## config.mk

```make
export PLATFORM = sky130hd
export DESIGN_NAME = dlst_ram
export DESIGN_NICKNAME = d
export VERILOG_FILES = /design/src/hdl/dlst_ram.sv
export SDC_FILE = /design/constraint.sdc
export NUM_CORES = 1
export LEC_CHECK = 0
export BUFFER_PORTS_ARGS = -buffer_cell sky130_fd_sc_hd__clkbuf_2
export CAP_MARGIN = 40
export CORE_MARGIN = 3
export CORE_UTILIZATION = 40
export CTS_BUF_LIST = sky130_fd_sc_hd__clkbuf_8
export DETAILED_ROUTE_END_ITERATION = 7
export HOLD_SLACK_MARGIN = 0.06
export PLACE_DENSITY = 0.67
export SYNTH_ARGS = -nofsm -noshare
export SYNTH_HDL_FRONTEND = slang
export SYNTH_SLANG_ARGS = --single-unit
```

## constraint.sdc

```tcl
create_clock -name clock -period 2.2 [get_ports clock]
set_input_delay 0.22 -clock clock [delete_from_list [all_inputs] [get_ports clock]]
set_output_delay 0.22 -clock clock [all_outputs]
set_load 0.02 [all_outputs]
```

## src/hdl/dlst_ram.sv

```systemverilog
// ---------------------------------------------------------------------------
// dlst_ram
// simple dual-port ram, one write port, one registered read port
// ---------------------------------------------------------------------------
`default_nettype none

module dlst_ram #(
   parameter int WIDTH = 8,
   parameter int DEPTH = 16
) (
   input  wire                         clock,
   input  wire                         wr_en,
   input  wire [$clog2(DEPTH)-1:0]     wr_addr,
   input  wire [WIDTH-1:0]             wr_data,
   input  wire                         rd_en,
   input  wire [$clog2(DEPTH)-1:0]     rd_addr,
   output logic [WIDTH-1:0]            rd_data
);

   logic [WIDTH-1:0] mem [DEPTH];

   always_ff @(posedge clock) begin
      if (wr_en) begin
         mem[wr_addr] <= wr_data;
      end
      if (rd_en) begin
         rd_data <= mem[rd_addr];
      end
   end

endmodule

`default_nettype wire

```

==> flow_summary.ini, run 1 <==
[timing]
rsz0062_at_grt = no
fin_crit_ns = 1.51
maxSlewViolCount = 0
finalSetupTns_ns = 0
tightest_slew_ns = 0.771
period_share = 0.687
hold_violations = 0
setup_violations = 0
max_slew_margin = 0.485
fin_skew_ns = 0.0124
fmax_mhz = 662

[floorplanning]
die_w_um = 120
core-area_um2 = 12700
pin_count = 27
rows = 41
fp.dieH_um = 120
initial_core_util = 0.411
die_area_um2 = 14500

[routing]
postRouteAntennaNets = 0
num_vias = 2430
routed_via_density = 5.19
drcViolationCount = 0
dr.pass1.iters = 4
avgRoutedWirePerCell_um = 21.1
finalWirelength_mm = 9.88
drt-initial-drc-count = 190

[yosys]
synth-seq-area-share = 0.781
ys_types = 18
avgSynthCellArea_um2 = 22.8
postSynthCellCount = 229
syn_nets = 248
ys_warn_count = 0
ys_ff_latch = 136
netlist_area_um2 = 5230

[worst_setup_path]
crit_path_end_kind = register
crit_chain = mux4_1, a22oi_1, nand2_1
cpPeakStageDelay_ns = 0.50
arrival_ns = 1.70
critPathLaunchType = register
slowest_stage = mux4_1
required_ns = 2.39
cp_max_fo = 1
critPathKind = register to register

[power_and_ir_drop]
netSwitchingFraction = 0.199
power_density_nw_per_um2 = 893
p_seq_frac = 0.539
p_leak_nw = 2.05
ir_drop_v = 0.000299
pwr-share-clk = 0.411
internal-power_mw = 4.36
pwr-share-comb = 0.050
p_sw_mw = 1.08
power.total_mw = 5.45

[run]
cap_violations = 0

[grt]
busiest_layer = met2
grt_use_met2 = 0.226
grt_pass1_vias = 2619
antenna_found_initial = 0
grt_max_degree = 33
grt_pass1_wl_mm = 15.6
grtUsageMet1 = 0.213
grt.total_usage = 0.152
grt_use_met3 = 0.0477
grt_overflow = 0

[outcome]
status = finished, final reports clean

[clock_network]
cts_buffers = 17
clock_sinks = 136
clkLatencyLatePin_ns = 0.43
postCtsSetupBuffers = 0
cts_root_buf = clkbuf_8
tritoncts = done
path_clk_slew_ns = 0.08
h-tree-depth = 4
hold_buffers = 0
cts_resized = 0
cts_buffer_depth = 2

[layout]
num-nets-final = 302
mostFrequentLayoutCells = edfxtp_1, clkbuf_2, mux4_2, clkbuf_8, buf_4
final_cell_area_um2 = 6100
drive_above_1_share = 0.314
area_delta_synth_final_pct = 16.6
final_common_cell = edfxtp_1
antenna_cells = 0
n_fill_cell = 1091

[worst_hold_path]
min_path_type = input port to register

[place]
place_congestion = 0.707
place_hpwl_mm = 6.31
placed_area_um2 = 5650
io_buffers = 26
==> sequential cells by signal, summed over array words and instances (netlist names) <==
name     count
rd_data      8
mem        128
==> final cells by class <==
cell class	instances	area, µm²	share of cell area
timing repair buffer	45	298	0.0488
multi-input combinational	83	1060	0.173
clock inverter	15	209	0.0343
clock buffer	17	234	0.0384
tap	172	215	0.0353
sequential	136	4080	0.670
==> per-layer routing <==
layer  vias to the layer above  part of all wire
li1                       1088                 -
met1                      1247              0.42
met2                        81              0.50
met3                        14             0.065
met4                         0             0.017
met5                         -                 0
==> stage by stage <==
step,hold slack (ns),utilization,cells,worst slack (ns)
after CTS,0.168,0.479,468,0.666
after global placement,0.634,0.444,436,0.346
final,0.193,0.479,468,0.689
after detailed placement,0.645,0.444,436,0.354
after floorplan,0.319,-,229,0.487
after global routing,0.179,0.479,468,0.622
==> path summary, 6_finish.rpt <==
check                             endpoint  cells after the start        from  slack (ns)
worst max register to register  rd_data[2]                      3   mem[1][2]        0.69
worst min register to register  rd_data[2]                      3  mem[11][2]        0.75
worst max-delay path            rd_data[2]                      3   mem[1][2]        0.69
worst min-delay path            rd_data[3]                      1       rd_en        0.19
==> logic make-up after synthesis <==
| logic type | synth area share |
|---|---|
| AOI/OAI and AO/OA | 0.0230 |
| and+or+nand+nor | 0.0314 |
| muxes | 0.148 |
| buffers and inverters | 0.0165 |
| DFF | 0.781 |
==> critical path: cells and delay by family (launching register included) <==
family          cells  cell delay, ns
simple gates        1            0.09
mux                 1            0.50
compound gates      1            0.31
flops               1            0.37
==> cell usage after synthesis, drive strengths merged <==
cell           instances  area, µm²
a22oi                 16        120
and2                   1       6.26
and2b                  1       7.51
buf                    7       56.3
clkdlybuf4s25          3       30.0
edfxtp               136       4080
mux4                  32        773
nand2                  9       33.8
nand2b                 2       12.5
nand3                  1       5.00
nand3b                 2       15.0
nor2                  13       48.8
nor2b                  1       6.26
nor3                   4       20.0
or3b                   1       8.76
==> power groups by stage <==
stage               clock, mW  sequential [mW]  combinational (mW)
finish                   2.24             2.93               0.273
global route             2.40             2.94               0.300
CTS                      2.30             2.93               0.280
detailed placement          0             2.99               0.280
global placement            0             2.99               0.274
floorplan                   0             3.00               0.147
Note: power is estimated with default switching activity, not from simulation.
==> inputs of run 2 (changes only) <==
Clock period 2.2 ns to 1.4 ns, I/O delays scaled along.
==> run 2 against run 1 <==
Register-to-register slack worse by 0.67 ns. Setup slack worse by 0.67 ns. Clock power grew 19%. Combinational power grew 71%. First-iteration DRC count up 19%. Largest cell class unchanged.
==> flow_summary.ini, run 2 (same netlist as run 1, synthesis figures left out) <==
[outcome]
status = finished, final reports clean

[worst_setup_path]
arrival_ns = 1.56
crit_chain = mux4_2, a22oi_2, nand2_1
crit_path_end_kind = register
timing.rr.end = rd_data[1]
reg2reg_depth = 3
critPathKind = register to register
critPathLaunchType = register
r2r_start = mem[11][1]
critPathBufInv = 0
cp_max_fo = 1
path_delay_family = multiplexers
r2r_slack_ns = 0.02
required_ns = 1.57
slowest_stage = mux4_2
cpPeakStageDelay_ns = 0.49

[timing]
fin_skew_ns = 0.0101
fmax_mhz = 723
tightest_slew_ns = 0.791
hold_violations = 0
fin_crit_ns = 1.38
max_slew_margin = 0.472
maxSlewViolCount = 0
rsz0062_at_grt = yes
setup_violations = 0
period_share = 0.988

[layout]
regMostFlops = mem
antenna_cells = 0
n_fill_cell = 1090
stdcell_count = 477
num-nets-final = 311
area_delta_synth_final_pct = 16.0
largest_reg_flops = 128
final_cell_area_um2 = 6060
drive_above_1_share = 0.377
final_common_cell = edfxtp_1
top_regs = mem x128, rd_data x8
mostFrequentLayoutCells = edfxtp_1, mux4_2, clkbuf_2, buf_4, clkbuf_8

[floorplanning]
initial_core_util = 0.411
fp.dieH_um = 120
pin_count = 27
die_area_um2 = 14500
die_w_um = 120
core-area_um2 = 12700
rows = 41

[run]
cap_violations = 0

[worst_hold_path]
min_path_type = input port to register
hold_path_startpoint = rd_en
whs_endpoint = rd_data[0]
min_delay_path_depth = 1

[grt]
grt.total_usage = 0.148
grt_max_degree = 22
grt_pass1_vias = 2571
grt_overflow = 0
grt_pass1_wl_mm = 15.2
antenna_found_initial = 0

[power_and_ir_drop]
pwr-share-comb = 0.060
p_sw_mw = 1.62
internal-power_mw = 6.12
ir_drop_v = 0.000601
p_leak_nw = 2.01
pwr-share-clk = 0.344
p_seq_frac = 0.595
netSwitchingFraction = 0.209
power_density_nw_per_um2 = 1280

[routing]
num_vias = 2497
drcViolationCount = 0
avgRoutedWirePerCell_um = 20.5
finalWirelength_mm = 9.76
postRouteAntennaNets = 0
routed_via_density = 5.23
dr.pass1.iters = 4
drt-initial-drc-count = 226

[clock_network]
h-tree-depth = 4
clock_sinks = 136
cts_buffers = 17
postCtsSetupBuffers = 0
cts_root_buf = clkbuf_8
clkLatencyLatePin_ns = 0.43
path_clk_slew_ns = 0.07
cts_buffer_depth = 2
tritoncts = done

[place]
placed_area_um2 = 5720
io_buffers = 26
place_congestion = 0.747
dp.cells = 444
place_hpwl_mm = 6.18
## run 2: changes by cell type in the layout (fill, tap and decap cells not counted), sizes merged
cell and change:
clkinvlp -1, clkinv +5, bufinv -4, buf +9
## run 2: power by group through the flow
stage	Clock, mW	Combinational, mW	Sequential (mW)
after floorplan	0	0.235	4.72
after global placement	0	0.446	4.70
after detailed placement	0	0.455	4.70
after CTS	2.75	0.472	4.61
after global routing	2.96	0.510	4.62
final	2.67	0.467	4.61
## run 2: metrics by stage
stage	TNS [ns]	hold slack [ns]	setup WS, ns	total power [mW]	util
after floorplan	-0.236	0.239	-0.0160	4.95	-
after global placement	-1.96	0.557	-0.303	5.14	0.450
after detailed placement	-1.99	0.557	-0.301	5.15	0.450
after CTS	-0.00584	0.0944	-0.00584	7.84	0.477
after global routing	-0.220	0.101	-0.0655	8.08	0.477
final	0	0.130	0.0169	7.74	0.477
## run 2: per-layer routing
metal	wire [µm]	part of all wire	global-route usage	up-vias
li1	-	-	-	1097
met1	4150	0.43	0.202	1287
met2	4670	0.48	0.226	101
met3	817	0.084	0.0510	12
met4	122	0.013	0.0467	0
met5	0	0	0	-
## run 2: worst max path at each step
stage               start         end  slack [ns]  cells after the start
6_report       mem[11][1]  rd_data[1]        0.02                      3
5_1_grt        mem[11][1]  rd_data[1]       -0.07                      3
4_1_cts        mem[11][1]  rd_data[1]      -0.006                      3
3_5_place_dp   rd_addr[0]  rd_data[5]       -0.30                      6
3_3_place_gp   rd_addr[0]  rd_data[5]       -0.30                      6
2_1_floorplan  rd_addr[0]  rd_data[1]       -0.02                      5
## run 2: area by class of cell
cell class / instances / area, µm² / share of cell area
flip-flops and latches: 136 / 4080 / 0.673
well taps: 172 / 215 / 0.0355
clock buffers: 17 / 234 / 0.0386
repair buffers: 54 / 365 / 0.0602
clock inverters: 15 / 93.8 / 0.0155
multi-input cells: 83 / 1070 / 0.177
## run 2: repair_timing
item,4_1_cts,5_1_grt
hold buffers,0,0
setup endpoints to repair,8,8
resized for setup,11,5
pin swaps,5,1
